<file path="src/hdl/race_label_encoder_core_defines.svh">
// Assertion macros for the label encoder.
`ifndef RACE_LABEL_ENCODER_CORE_DEFINES_SVH
`define RACE_LABEL_ENCODER_CORE_DEFINES_SVH
`ifndef SYNTHESIS
`define RLE_ASSERT_IMPL(lbl, clk, rst_n, ante, cons) \
  lbl: assert property (@(posedge clk) disable iff (!rst_n) (ante) |-> (cons)) \
    else $error("assertion failed");
`define RLE_ASSERT_NEXT(lbl, clk, rst_n, ante, cons) \
  lbl: assert property (@(posedge clk) disable iff (!rst_n) (ante) |=> (cons)) \
    else $error("assertion failed");
`else
`define RLE_ASSERT_IMPL(lbl, clk, rst_n, ante, cons)
`define RLE_ASSERT_NEXT(lbl, clk, rst_n, ante, cons)
`endif
`endif

</file>
<file path="src/hdl/rle_pkg.sv">
`default_nettype none
package rle_pkg;
  localparam int unsigned OctetDepth = 36;
  localparam logic [7:0] FullModeU1 = 8'hD8;
  localparam logic [7:0] ReservedLo = 8'hD8;
  localparam logic [7:0] ReservedHi = 8'hDC;
  localparam logic [7:0] EscOctet = 8'hFF;
  localparam logic [7:0] FfMark = 8'h99;
  localparam logic [1:0] StatOk = 2'd0;
  localparam logic [1:0] StatLong = 2'd1;
  localparam logic [1:0] StatReserved = 2'd2;
  localparam logic [1:0] StatForbidden = 2'd3;

  typedef enum logic [3:0] {
    S_COLLECT, S_SCAN_RD, S_SCAN, S_BUILD_RD, S_BUILD, S_BUILD_FF,
    S_CHECK, S_PREFIX, S_B32_RD, S_B32, S_ERROR
  } state_t;

  function automatic logic [7:0] b32_char(input logic [4:0] v);
    if (v < 5'd26) return 8'h61 + {3'b000, v};
    else return 8'h32 + {3'b000, v - 5'd26};
  endfunction

  function automatic logic [7:0] prefix_char(input logic [1:0] i);
    case (i)
      2'd0: return 8'h62;
      2'd1: return 8'h71;
      default: return 8'h2D;
    endcase
  endfunction
endpackage
`default_nettype wire

</file>
<file path="src/hdl/rle_stream_if.sv">
`default_nettype none
interface rle_stream_if #(parameter int unsigned W = 8);
  logic valid;
  logic ready;
  logic [W-1:0] data;
  modport source (output valid, output data, input ready);
  modport sink (input valid, input data, output ready);
endinterface
`default_nettype wire

</file>
<file path="src/hdl/race_label_encoder_core.sv">
// Label units are taken one per cycle while collecting, with no result.
// After the last unit, modes one and two scan the label (S_SCAN_RD, S_SCAN);
// then octets are built (S_BUILD_RD, S_BUILD, S_BUILD_FF) and the length checked.
// bq-- and base32 text leave one character per cycle unless the output stalls,
// with an octet read state at the start and at each octet boundary; an error
// gives a single beat instead. Reset restores the label state and a limit of 36.
`default_nettype none
`include "race_label_encoder_core_defines.svh"
module race_label_encoder_core #(
  parameter int unsigned MAX_UNITS = 64
) (
  input wire logic clk,
  input wire logic rst_n,
  rle_stream_if.sink   in_if,
  rle_stream_if.source out_if,
  rle_stream_if.sink   cfg_if
);
  import rle_pkg::*;
  localparam int unsigned AW = (MAX_UNITS > 1) ? $clog2(MAX_UNITS) : 1;
  localparam int unsigned CW = $clog2(MAX_UNITS + 1);
  localparam int unsigned OW = $clog2(OctetDepth);

  state_t state_r, state_nxt;
  logic [5:0] limit_r;
  logic [CW-1:0] count_r, count_nxt;
  logic [7:0] first_r, first_nxt, other_r, other_nxt;
  logic same_r, same_nxt, two_r, two_nxt, ovf_r, ovf_nxt;
  logic [AW-1:0] idx_r, idx_nxt;
  logic [6:0] oc_r, oc_nxt;
  logic [7:0] u1_r, u1_nxt;
  logic full_r, full_nxt, hi_r, hi_nxt;
  logic [8:0] bit_r, bit_nxt;
  logic [1:0] pre_r, pre_nxt, err_r, err_nxt;
  logic [7:0] ochar_r, ochar_nxt;
  logic [1:0] ostat_r, ostat_nxt;
  logic olast_r, olast_nxt, ovalid_r, ovalid_nxt;

  logic u_we, o_we;
  logic [AW-1:0] u_waddr, u_raddr;
  logic [15:0] u_rdata;
  logic [OW-1:0] o_waddr, o_raddr;
  logic [7:0] o_wdata, o_rdata, o_rdata_next;
  logic [OW-1:0] o_raddr_r, o_raddr_r_nxt;
  logic [15:0] cu;
  logic [7:0] up, uhi, ulo;
  logic [9:0] bits_tot;
  logic [5:0] lim;
  logic [15:0] win;
  logic [4:0] b32v;
  logic [2:0] boff;
  logic out_free;

  assign cu = in_if.data[16:1];
  assign up = cu[15:8];
  assign uhi = u_rdata[15:8];
  assign ulo = u_rdata[7:0];
  assign out_free = !ovalid_r || out_if.ready;
  assign cfg_if.ready = 1'b1;
  assign in_if.ready = (state_r == S_COLLECT);
  assign out_if.valid = ovalid_r;
  assign out_if.data = {ochar_r, ostat_r, olast_r};
  assign lim = (limit_r > 6'd36) ? 6'd36 : limit_r;
  assign bits_tot = {oc_r, 3'b000};

  rle_ram #(.WIDTH(16), .DEPTH(MAX_UNITS)) u_units (
    .clk(clk), .we(u_we), .waddr(u_waddr), .wdata(cu), .raddr(u_raddr), .rdata(u_rdata)
  );
  rle_ram #(.WIDTH(8), .DEPTH(OctetDepth)) u_octets (
    .clk(clk), .we(o_we), .waddr(o_waddr), .wdata(o_wdata), .raddr(o_raddr),
    .rdata(o_rdata)
  );

  // First octet for the base32 window: held in prev_r; the second is the octet read.
  logic [7:0] prev_r, prev_nxt;
  assign o_rdata_next = ({1'b0, o_raddr_r} >= oc_r[OW:0]) ? 8'h00 : o_rdata;
  assign boff = bit_r[2:0];
  assign win = {prev_r, o_rdata_next};
  assign b32v = 5'(win >> (5'd11 - {2'b00, boff}));

  always_comb begin
    state_nxt = state_r;
    count_nxt = count_r; first_nxt = first_r; other_nxt = other_r;
    same_nxt = same_r; two_nxt = two_r; ovf_nxt = ovf_r;
    idx_nxt = idx_r; oc_nxt = oc_r; u1_nxt = u1_r; full_nxt = full_r; hi_nxt = hi_r;
    bit_nxt = bit_r; pre_nxt = pre_r; err_nxt = err_r; prev_nxt = prev_r;
    ochar_nxt = ochar_r; ostat_nxt = ostat_r; olast_nxt = olast_r;
    ovalid_nxt = ovalid_r && !out_if.ready;
    u_we = 1'b0; u_waddr = count_r[AW-1:0]; u_raddr = idx_r;
    o_we = 1'b0; o_waddr = oc_r[OW-1:0]; o_wdata = 8'h00; o_raddr = o_raddr_r;
    o_raddr_r_nxt = o_raddr_r;
    case (state_r)
      S_COLLECT: begin
        if (in_if.valid) begin
          if (count_r == '0) first_nxt = up;
          else if (up != first_r) same_nxt = 1'b0;
          if (up != 8'h00) begin
            if (other_r == 8'h00) other_nxt = up;
            else if (up != other_r) two_nxt = 1'b0;
          end
          if (count_r < CW'(MAX_UNITS)) begin
            u_we = 1'b1;
            count_nxt = count_r + 1'b1;
          end else begin
            ovf_nxt = 1'b1;
          end
          if (in_if.data[0]) begin
            idx_nxt = '0;
            if (ovf_nxt) begin
              err_nxt = StatLong; state_nxt = S_ERROR;
            end else if (same_nxt) begin
              u1_nxt = first_nxt; full_nxt = 1'b0;
            end else if (two_nxt) begin
              u1_nxt = other_nxt; full_nxt = 1'b0;
            end else begin
              u1_nxt = FullModeU1; full_nxt = 1'b1;
            end
            if (!ovf_nxt) begin
              if (same_nxt || two_nxt) begin
                if ((same_nxt ? first_nxt : other_nxt) >= ReservedLo &&
                    (same_nxt ? first_nxt : other_nxt) <= ReservedHi) begin
                  err_nxt = StatReserved; state_nxt = S_ERROR;
                end else begin
                  state_nxt = S_SCAN_RD;
                end
              end else begin
                state_nxt = S_BUILD_RD;
              end
            end
            oc_nxt = 7'd1;
          end
        end
      end
      S_SCAN_RD: begin
        state_nxt = S_SCAN;
      end
      S_SCAN: begin
        if (u_rdata == 16'h0099) begin
          err_nxt = StatForbidden; state_nxt = S_ERROR;
        end else if (CW'(idx_r) == CW'(count_r - 1'b1)) begin
          idx_nxt = '0; state_nxt = S_BUILD_RD;
        end else begin
          idx_nxt = idx_r + 1'b1; state_nxt = S_SCAN_RD;
        end
      end
      S_BUILD_RD: begin
        // Octet slot zero holds U1.
        o_we = 1'b1; o_waddr = '0; o_wdata = u1_r;
        hi_nxt = 1'b1;
        state_nxt = S_BUILD;
      end
      S_BUILD: begin
        if (oc_r < 7'(OctetDepth)) o_we = 1'b1;
        oc_nxt = (oc_r > 7'(OctetDepth)) ? oc_r : oc_r + 1'b1;
        if (full_r) o_wdata = hi_r ? uhi : ulo;
        else if (uhi == u1_r) o_wdata = ulo;
        else o_wdata = EscOctet;
        if ((full_r && !hi_r) || (!full_r && uhi == u1_r && ulo != EscOctet)) begin
          hi_nxt = 1'b1;
          if (CW'(idx_r) == CW'(count_r - 1'b1)) state_nxt = S_CHECK;
          else begin
            idx_nxt = idx_r + 1'b1; state_nxt = S_BUILD_RD;
            if (full_r) state_nxt = S_BUILD_FF;
          end
        end else if (full_r) begin
          hi_nxt = 1'b0;
        end else begin
          state_nxt = S_BUILD_FF;
          hi_nxt = 1'b0;
        end
      end
      S_BUILD_FF: begin
        if (hi_r) begin
          state_nxt = S_BUILD;
        end else begin
          if (oc_r < 7'(OctetDepth)) o_we = 1'b1;
          oc_nxt = (oc_r > 7'(OctetDepth)) ? oc_r : oc_r + 1'b1;
          o_wdata = (uhi == u1_r) ? FfMark : ulo;
          hi_nxt = 1'b1;
          if (CW'(idx_r) == CW'(count_r - 1'b1)) state_nxt = S_CHECK;
          else begin
            idx_nxt = idx_r + 1'b1; state_nxt = S_BUILD_RD;
          end
        end
      end
      S_CHECK: begin
        if (oc_r > {1'b0, lim}) begin
          err_nxt = StatLong; state_nxt = S_ERROR;
        end else begin
          pre_nxt = 2'd0; state_nxt = S_PREFIX;
        end
      end
      S_PREFIX: begin
        o_raddr = '0;
        if (out_free) begin
          ovalid_nxt = 1'b1; ochar_nxt = prefix_char(pre_r);
          ostat_nxt = StatOk; olast_nxt = 1'b0;
          pre_nxt = pre_r + 1'b1;
          if (pre_r == 2'd3) begin
            bit_nxt = '0; o_raddr_r_nxt = '0; state_nxt = S_B32_RD;
          end
        end
      end
      S_B32_RD: begin
        prev_nxt = o_rdata;
        o_raddr_r_nxt = o_raddr_r + 1'b1;
        o_raddr = o_raddr_r + 1'b1;
        state_nxt = S_B32;
      end
      S_B32: begin
        o_raddr = o_raddr_r;
        if (out_free) begin
          ovalid_nxt = 1'b1;
          ochar_nxt = b32_char(b32v);
          ostat_nxt = StatOk;
          bit_nxt = bit_r + 9'd5;
          olast_nxt = ({1'b0, bit_r} + 10'd5 >= bits_tot);
          if ({1'b0, bit_r} + 10'd5 >= bits_tot) begin
            state_nxt = S_COLLECT;
            count_nxt = '0; first_nxt = '0; other_nxt = '0;
            same_nxt = 1'b1; two_nxt = 1'b1; ovf_nxt = 1'b0;
          end else if ({1'b0, boff} + 4'd5 >= 4'd8) begin
            prev_nxt = o_rdata;
            state_nxt = S_B32_RD;
            o_raddr_r_nxt = o_raddr_r;
          end
        end
      end
      S_ERROR: begin
        if (out_free) begin
          ovalid_nxt = 1'b1; ochar_nxt = 8'h00; ostat_nxt = err_r; olast_nxt = 1'b1;
          state_nxt = S_COLLECT;
          count_nxt = '0; first_nxt = '0; other_nxt = '0;
          same_nxt = 1'b1; two_nxt = 1'b1; ovf_nxt = 1'b0;
        end
      end
      default: state_nxt = S_COLLECT;
    endcase
  end

  always_ff @(posedge clk) begin
    if (!rst_n) begin
      state_r <= S_COLLECT; limit_r <= 6'd36; count_r <= '0;
      first_r <= '0; other_r <= '0; same_r <= 1'b1; two_r <= 1'b1; ovf_r <= 1'b0;
      ovalid_r <= 1'b0;
    end else begin
      state_r <= state_nxt;
      if (cfg_if.valid) limit_r <= cfg_if.data[5:0];
      count_r <= count_nxt; first_r <= first_nxt; other_r <= other_nxt;
      same_r <= same_nxt; two_r <= two_nxt; ovf_r <= ovf_nxt;
      ovalid_r <= ovalid_nxt;
    end
    idx_r <= idx_nxt; oc_r <= oc_nxt; u1_r <= u1_nxt; full_r <= full_nxt;
    hi_r <= hi_nxt; bit_r <= bit_nxt; pre_r <= pre_nxt; err_r <= err_nxt;
    prev_r <= prev_nxt; o_raddr_r <= o_raddr_r_nxt;
    ochar_r <= ochar_nxt; ostat_r <= ostat_nxt; olast_r <= olast_nxt;
  end

  `RLE_ASSERT_IMPL(a_no_in_busy, clk, rst_n, state_r != S_COLLECT, !in_if.ready)
  `RLE_ASSERT_NEXT(a_err_last, clk, rst_n, state_r == S_ERROR && out_free, olast_r)
  `RLE_ASSERT_IMPL(a_count_max, clk, rst_n, 1'b1, count_r <= CW'(MAX_UNITS))
endmodule
`default_nettype wire

</file>
<file path="src/hdl/rle_ram.sv">
`default_nettype none
module rle_ram #(
  parameter int unsigned WIDTH = 8,
  parameter int unsigned DEPTH = 16,
  localparam int unsigned AW = (DEPTH > 1) ? $clog2(DEPTH) : 1
) (
  input  wire logic               clk,
  input  wire logic               we,
  input  wire logic [AW-1:0]      waddr,
  input  wire logic [WIDTH-1:0]   wdata,
  input  wire logic [AW-1:0]      raddr,
  output logic      [WIDTH-1:0]   rdata
);
  logic [WIDTH-1:0] mem [DEPTH];
  always_ff @(posedge clk) begin
    if (we) begin
      mem[waddr] <= wdata;
    end
    rdata <= mem[raddr];
  end
endmodule
`default_nettype wire

</file>
<file path="src/flat_wrapper.sv">
// flat-port wrapper written by rule: the top's interface ports become plain ports
module race_label_encoder_core_flat import rle_pkg::*;
#(
  parameter int unsigned MAX_UNITS = 64
)
  (clk, rst_n, in_if_valid, in_if_data, in_if_ready, out_if_valid, out_if_data, out_if_ready, cfg_if_valid, cfg_if_data, cfg_if_ready);
  rle_stream_if #(.W(17)) in_if_i ();
  rle_stream_if #(.W(11)) out_if_i ();
  rle_stream_if #(.W(6)) cfg_if_i ();
  input wire logic clk;
  input wire logic rst_n;
  input wire logic [$bits(in_if_i.valid)-1:0] in_if_valid;
  input wire logic [$bits(in_if_i.data)-1:0] in_if_data;
  output wire logic [$bits(in_if_i.ready)-1:0] in_if_ready;
  output wire logic [$bits(out_if_i.valid)-1:0] out_if_valid;
  output wire logic [$bits(out_if_i.data)-1:0] out_if_data;
  input wire logic [$bits(out_if_i.ready)-1:0] out_if_ready;
  input wire logic [$bits(cfg_if_i.valid)-1:0] cfg_if_valid;
  input wire logic [$bits(cfg_if_i.data)-1:0] cfg_if_data;
  output wire logic [$bits(cfg_if_i.ready)-1:0] cfg_if_ready;
  assign in_if_i.valid = in_if_valid;
  assign in_if_i.data = in_if_data;
  assign in_if_ready = in_if_i.ready;
  assign out_if_valid = out_if_i.valid;
  assign out_if_data = out_if_i.data;
  assign out_if_i.ready = out_if_ready;
  assign cfg_if_i.valid = cfg_if_valid;
  assign cfg_if_i.data = cfg_if_data;
  assign cfg_if_ready = cfg_if_i.ready;
  race_label_encoder_core #(.MAX_UNITS(MAX_UNITS)) u_core (.clk(clk), .rst_n(rst_n), .in_if(in_if_i), .out_if(out_if_i), .cfg_if(cfg_if_i));
endmodule
</file>
<file path="config.mk">
export PLATFORM = sky130hd
export DESIGN_NAME = race_label_encoder_core_flat
export DESIGN_NICKNAME = d
export VERILOG_FILES = /design/src/hdl/rle_pkg.sv /design/src/hdl/rle_stream_if.sv /design/src/hdl/race_label_encoder_core.sv /design/src/hdl/rle_ram.sv /design/src/flat_wrapper.sv
export VERILOG_INCLUDE_DIRS = /design/src /design/src/hdl
export SDC_FILE = /design/constraint.sdc
export NUM_CORES = 2
export LEC_CHECK = 0
export BUFFER_PORTS_ARGS = -buffer_cell sky130_fd_sc_hd__buf_2
export CAP_MARGIN = 20
export CORE_MARGIN = 2
export CORE_UTILIZATION = 45
export DETAILED_ROUTE_END_ITERATION = 8
export PLACE_DENSITY = 0.7
export REMOVE_ABC_BUFFERS = 1
export SETUP_SLACK_MARGIN = 0.5
export SLEW_MARGIN = 20
export SYNTH_ARGS = -nofsm -noshare
export SYNTH_HDL_FRONTEND = slang
export SYNTH_SLANG_ARGS = --single-unit
</file>
<file path="constraint.sdc">
create_clock -name clk -period 3.8 [get_ports clk]
set_clock_uncertainty 0.2 [all_clocks]
set_input_delay 0.19 -clock clk [delete_from_list [all_inputs] [get_ports clk]]
set_output_delay 0.19 -clock clk [all_outputs]
set_load 0.1 [all_outputs]
</file>
### Yosys cells after proc, flatten, opt, wreduce, memory -nomap -nowiden

Memory sizes are Yosys's and may differ from the RTL's. A register that Yosys moved wholly into a read port is not among the register bits.
Cells that the tools add are included.

* memories kept: 2
* bits in writable memories: 1312
* bits in registers: 98

* magnitude comparators: 11
* bitwise gates (word level): 1
* equal/unequal tests: 37
* reduce and logical (&&, ||, !) cells: 44
* $add $sub $neg: 13
* shift-type cells: 1
* multiplexer cells: 139

Memory list
* u_core.u_units.mem: depth 64, width 16, rd ports 1, clocked after memory_dff 1, write ports 1, RTL line rle_ram.sv:14 `logic [WIDTH-1:0] mem [DEPTH];`
* u_core.u_octets.mem: depth 36, width 8, rd ports 1, clocked after memory_dff 1, write ports 1, RTL line rle_ram.sv:14

Operator list (count)
* $mux 8: 27
* $pmux 8 s3: 4
* $mux 4: 17
* $mux 6: 11
* $mux 7: 9
* $pmux 4 s11: 1
* $pmux 7 s3: 2
* $mux 1: 35
* $mux 9: 3
* $mux 2: 13
* $pmux 6 s2: 2
* $pmux 6 s4: 1
* $ne 2x1->1 const B: 11
* $reduce_and 4->1: 5
* $pmux 9 s2: 1
* $eq 16x8->1 const B: 1
* $eq 4x3->1 const B: 4
* $ne 8x8->1: 2
* $pmux 8 s2: 1
* $shr 16x5->5: 1
* $pmux 1 s3: 5
* $add 7x1->7 const B: 2
* $pmux 7 s2: 1
* $add 6x1->6 const B: 2
* other kinds (53): 85

### Logic depth before layout (Yosys ltp)

* depth in word-level cells: 14
* depth in mapped cells: 15
* mapped depth without buffers: 14

### By module

Synthesis repeated with hierarchy kept, for this count alone.

* cell total of the unflattened synthesis: 3239
* area, all modules: 58484.8 sq um

Modules (own cells, without submodules)
* rle_ram (u_core.u_units): area an instance 39978.3 sq um, instances 1, cells an instance 1820
* rle_ram (u_core.u_octets): area an instance 11722.5 sq um, instances 1, cells an instance 634
* race_label_encoder_core: area an instance 6784.0 sq um, instances 1, cells an instance 785

### Worst setup path before layout

OpenSTA, ideal clock, no wires.

* path kind: register to register
* start: reg u_core.state_r[3]
* end: mem u_core.u_octets.mem[0][6] (data pin)
* path buffers: 2
* path slack: 0.106 ns
* stages on the path, launching flop included: 9
* setup time: 0.485 ns
* required time: 3.115 ns
* arrival: 3.010 ns
* path through: dfxtp_1 clkbuf_1 clkbuf_1 nand2b_1 nor2_1 nand2_1 nor3_1 a21oi_1 o21ai_0

* longest elaborated chain between the ends: 2
* elaborated cells between the ends (all ways): 4
* classes of those cells: eq/ne (3); mux (1)

RTL lines
* start, declared: RTL line race_label_encoder_core.sv:23 `state_t state_r, state_nxt;`
* start signal, assigned: RTL line race_label_encoder_core.sv:246 `state_r <= state_nxt;`
* $eq 4x3->1 / $eq 4x2->1 (equally long branches): RTL line race_label_encoder_core.sv:91 `case (state_r)`
* $pmux 8 s3 *: RTL line race_label_encoder_core.sv:91
* net u_core.o_wdata[6]: RTL line race_label_encoder_core.sv:42 `logic [7:0] o_wdata, o_rdata, o_rdata_next;`
* end, declared: RTL line rle_ram.sv:14

The timed path passes the listed nets; every way through them passes the cells marked *.

### Final worst setup path

* start: reg u_core.o_raddr_r[0]
* end: reg u_core.ochar_r[6] (data pin)

* longest elaborated chain between the ends: 8
* elaborated cells between the ends (all ways): 10
* classes of those cells: add/sub (3); order compare (2); shift (1); mux (4)

RTL lines
* start, declared: RTL line race_label_encoder_core.sv:43 `logic [OW-1:0] o_raddr_r, o_raddr_r_nxt;`
* start signal, assigned: RTL line race_label_encoder_core.sv:254 `prev_r <= prev_nxt; o_raddr_r <= o_raddr_r_nxt;`
* $ge 6x7->1 *: RTL line race_label_encoder_core.sv:75 `assign o_rdata_next = ({1'b0, o_raddr_r} >= oc_r[OW:0]) ? 8'h00 : o_rdata;`
* $mux 8 *: RTL line race_label_encoder_core.sv:75
* $shr 16x5->5 *: RTL line race_label_encoder_core.sv:78 `assign b32v = 5'(win >> (5'd11 - {2'b00, boff}));`
* $sub 5x5->5: RTL line rle_pkg.sv:21 `else return 8'h32 + {3'b000, v - 5'd26};`
* $add 6x5->7: RTL line rle_pkg.sv:21
* $mux 8 *: RTL line rle_pkg.sv:20 `if (v < 5'd26) return 8'h61 + {3'b000, v};`
* $mux 8 *: RTL line race_label_encoder_core.sv:211 `if (out_free) begin`
* $pmux 8 s3 *: RTL line race_label_encoder_core.sv:91
* net u_core.ochar_nxt[6]: RTL line race_label_encoder_core.sv:34 `logic [7:0] ochar_r, ochar_nxt;`
* end signal, assigned: RTL line race_label_encoder_core.sv:255 `ochar_r <= ochar_nxt; ostat_r <= ostat_nxt; olast_r <= olast_nxt;`
* end, declared: RTL line race_label_encoder_core.sv:34

The timed path passes the listed nets; every way through them passes the cells marked *. The select of a mux whose other input is x is not followed.
A chain may end at the register's enable or synchronous reset.

==> run summary <==
The total wire length after detailed routing is 137000 um. Max-cap violations in this run came to 0. Walking the worst path, the cells encountered are inv_1 -> ha_1 -> nand2b_1 -> a21o_1 -> a21o_1 -> a211oi_2 -> o211ai_1 -> nand2_1 -> ha_2 -> nor2b_4 -> nor2_1 -> a2bb2oi_1 -> o2111ai_1 -> o211ai_1.

The CTS buffer count is 137. The number of distinct standard cells referenced by the synthesized netlist is 71. The element type at the critical path end is a flip-flop. The worst min-delay path category is in2reg. Of the total synthesized cell area, the portion taken by XOR and XNOR cells is 0.00878. The worst path needs 3.29 ns of the cycle, external delays included. The total number of nets in the final design is 3535. In the routed layout, each cell is associated on average with a via count of 5.97.

The routability-driven placement congestion ratio came out at 0.914. Once layout is complete, the cells apart from fillers number 5244. The number of warnings issued by yosys came out at 0. The via count of the first global-routing pass was 30800.

The number of synthesized flops with an enable pin came out at 1373. The combinational family with the most area after synthesis is multiplexers. IR analysis of the VDD net gives a maximum drop of 0.503 mV. For this run, design rule violations remaining after detail routing come to 0. The CTS clock-pin slew for the worst setup and hold paths came out at 0.06 ns. The final max-slew violation count came out at 0. The number of failing setup endpoints in the final timing report is 0. The portion of synthesized area spent on multiplexers is 0.140. The worst slew slack as a fraction of its limit came out at 0.282. The height of the die is 362 um. The highest net fanout along the worst path came out at 5. For this run, asynchronously set or reset flops after synthesis account for 0. The remaining number of nets flagged by the antenna check after routing is 0. The share of synthesized cell area in full adder, half adder and majority cells came out at 0.00736. The clock tree buffer depth came out at 3. The initial core utilization came out at 0.453. The largest single stage delay on the critical path is 0.42 ns. The total global-route track usage came out at 0.208. The buffer and inverter count on the worst path is 1.

The part of the Yosys area used for sequential elements came out at 0.734. The area of the core is 0.128 mm2. The share of final-layout standard cells stronger than drive strength 1 is 0.257. After detailed routing, the average wire length per cell comes to 26.1 um. The pre-CTS setup slack is 0.205 ns. The wire length of the first global-routing pass is 202000 um. The floorplan row count came out at 131.

The total congestion overflow after global routing is 0. The reported leakage power came out at 21.6 nW. The run finished with clean final reports. The detailed-router iteration count before antenna repair came out at 6.

The later pin in the worst-skew pair is clocked with a latency of 0.78 ns. After synthesis the netlist holds a flip-flop and latch count of 1434. The data required time of the critical path came out at 4.09 ns. The synthesis-to-finish area growth came out at 15.2%. The quantity of I/O buffers inserted on ports came out at 40. The placed wire-length estimate after detailed placement came out at 82500 um. Of the total synthesized cell area, the portion taken by AND, OR, NAND and NOR gates is 0.0609. The predominant post-synthesis flop cell is sky130_fd_sc_hd__edfxtp_1. The total number of clock tree sinks came out at 1434. The count of placed standard cells including taps is 4928.

TritonCTS built the clock tree. The category of the critical setup timing path is reg2reg. The number of standard cells after synthesis is 3185. The cell at the root of the clock tree is sky130_fd_sc_hd__clkbuf_16.

The width of the die came out at 362 um. The endpoint arrival time on the critical path came out at 3.58 ns. The die area is 0.131 mm2.

The areal power density over the cells came out at 639 mW/mm2. The worst setup path is launched from a flip-flop. The starting DRC count in detailed routing came out at 3729. The hold violation total from the final report came out at 0. The total via count after detailed routing came out at 31300. Setup slack closes at 0.511 ns. The largest individual stage delay along the critical path comes from the cell sky130_fd_sc_hd__edfxtp_1. At the pin with the least slew margin, the transition time is 1.08 ns. Averaged over all synthesized cells, the footprint is 18.2 um2. The pin count of the biggest net entering global routing is 85. The period utilization is 0.865. The family with the most delay on the worst path is compound AO/OA/AOI/OAI gates. The cell area after synthesis came out at 0.0578 mm2. The number of I/O pins is 42. Setup repair after global routing could not meet its margin everywhere. The number of levels the H-tree was split into is 4. The number of antenna violations at the first check in global routing is 6. The fraction of the mapped netlist area in compound gates is 0.0355. The maximum clock frequency came out at 0.304 GHz.
-- worst paths after layout --
path	from	end	slack [ns]	cells past startpoint
worst min register to register	u_core.other_r[2]$_SDFFE_PN0P_	u_core.other_r[2]$_SDFFE_PN0P_	0.31	2
worst max-delay path	u_core.o_raddr_r[0]$_SDFFCE_PP0P_	u_core.ochar_r[6]$_DFFE_PP_	0.51	14
worst max register to register	u_core.o_raddr_r[0]$_SDFFCE_PP0P_	u_core.ochar_r[6]$_DFFE_PP_	0.51	14
worst min-delay path	cfg_if_valid	u_core.limit_r[5]$_SDFFE_PN1P_	0.15	3
-- power breakdown --
group,switching (mW),leakage (nW),internal (mW)
sequential,0.376,12.9,17.9
combinational,6.06,6.63,5.03
clock,5.81,2.11,7.35
total,12.2,21.6,30.3
-- cell families after synthesis --
family	Yosys count
other cells	1
xor+xnor	58
fa+ha+maj	34
buf+inv	207
mux	376
simple gates	779
compound gates	296
flops	1434
-- state kept, by name, indices dropped and copies added, names as in the netlist, 2 cells and up --
name,flops
u_core.err_r,2
u_core.o_raddr_r,6
u_core.u_units.mem,1024
u_core.prev_r,8
u_core.state_r,4
u_core.ochar_r,8
u_core.pre_r,2
u_core.u1_r,8
u_core.bit_r,9
u_core.ostat_r,2
u_core.u_octets.mem,288
u_core.count_r,7
u_core.u_octets.rdata,8
u_core.oc_r,7
u_core.first_r,8
u_core.u_units.rdata,16
u_core.limit_r,6
u_core.other_r,8
u_core.idx_r,6
-- area by class of cell --
class	count	area, um2
antenna	1	2.50
tap	1662	2080
timing repair buffer	333	2830
fill	9852	60900
multi-input combinational	1544	14900
inverter	23	88.8
clock inverter	69	637
clock buffer	178	3660
sequential	1434	42500
-- cells in the final DEF, fill, tap and decap left out, drive strengths merged, types with 5 or more instances in the layout --
cell type / synthesis / layout
or3: 15 / 15
o22a: 8 / 8
and3: 45 / 45
clkbuf: 142 / 179
a21o: 8 / 8
o311ai: 5 / 5
o2111ai: 9 / 9
o31ai: 10 / 10
a32o: 5 / 5
bufinv: 0 / 7
nor3: 17 / 17
edfxtp: 1373 / 1373
nand2: 310 / 310
xor2: 19 / 19
clkinv: 1 / 51
nand2b: 14 / 14
xnor2: 39 / 39
a21boi: 5 / 5
dlygate4sd3: 0 / 41
mux2: 6 / 6
mux4: 344 / 344
nor4: 12 / 12
mux2i: 26 / 26
nand3: 95 / 95
and2: 18 / 18
ha: 34 / 34
inv: 22 / 31
nor2: 200 / 200
a211oi: 25 / 25
a22oi: 5 / 5
nand4: 13 / 13
dfxtp: 61 / 61
nor2b: 16 / 16
a31oi: 33 / 33
buf: 42 / 291
o211ai: 5 / 5
a311oi: 37 / 37
a21oi: 50 / 50
o21ai: 55 / 55
-- per-stage QoR --
stage,utilization,setup TNS (ns),hold WS [ns],area (um2),total power [mW]
floorplan,-,-262.73,0.0519,57100,25.2
global placement,0.482,0,0.211,61500,29.4
detailed placement,0.482,0,0.218,61500,29.5
CTS,0.520,0,0.0222,66300,42.7
global route,0.523,0,0.167,66600,44.0
finish,0.523,0,0.154,66600,42.6
-- routing by layer --
layer / global-route usage / vias to the layer above / share of wire
met5: 0 / - / 0.000095
met4: 0.0759 / 2 / 0.031
met3: 0.0357 / 264 / 0.077
met2: 0.340 / 1389 / 0.50
met1: 0.283 / 16300 / 0.40
li1: - / 13400 / -
-- tightest hold or removal path, cell delays in order --
cell and delay, ns:
sky130_fd_sc_hd__buf_2 0.18, sky130_fd_sc_hd__o211ai_1 0.17, sky130_fd_sc_hd__dlygate4sd3_1 0.55
-- cell usage after synthesis (all sizes together) (4+ instances only) --
cell type	count	area, um2
a211oi	25	188
a21boi	5	37.5
a21o	8	60.1
a21oi	50	250
a22oi	5	37.5
a2bb2oi	4	35.0
a311oi	37	324
a31oi	33	206
a32o	5	50.1
and2	18	113
and3	45	282
buf	42	166
clkbuf	142	533
dfxtp	61	1220
edfxtp	1373	41200
ha	34	425
inv	22	82.6
mux2	6	67.6
mux2i	26	260
mux4	344	7750
nand2	310	1160
nand2b	14	87.6
nand3	95	475
nand4	13	81.3
nor2	200	751
nor2b	16	100
nor3	17	96.4
nor3b	4	30.0
nor4	12	75.1
o2111ai	9	78.8
o211ai	5	37.5
o21a	4	30.0
o21ai	55	287
o22a	8	70.1
o311ai	5	43.8
o31ai	10	75.1
o32ai	4	35.0
or2	4	25.0
or3	15	93.8
or4b	4	47.6
xnor2	39	342
xor2	19	166
-- timing repair --
item / in CTS / in global routing
pin swaps: 8 / 7
endpoints found under the hold margin: 360 / 256
hold buffers: 37 / 4
endpoints found under the setup margin: 33 / 90
setup buffers: 10 / 16
resized for setup: 22 / 32
gates cloned: 0 / 1
Note: power is estimated with default switching activity, not from simulation.
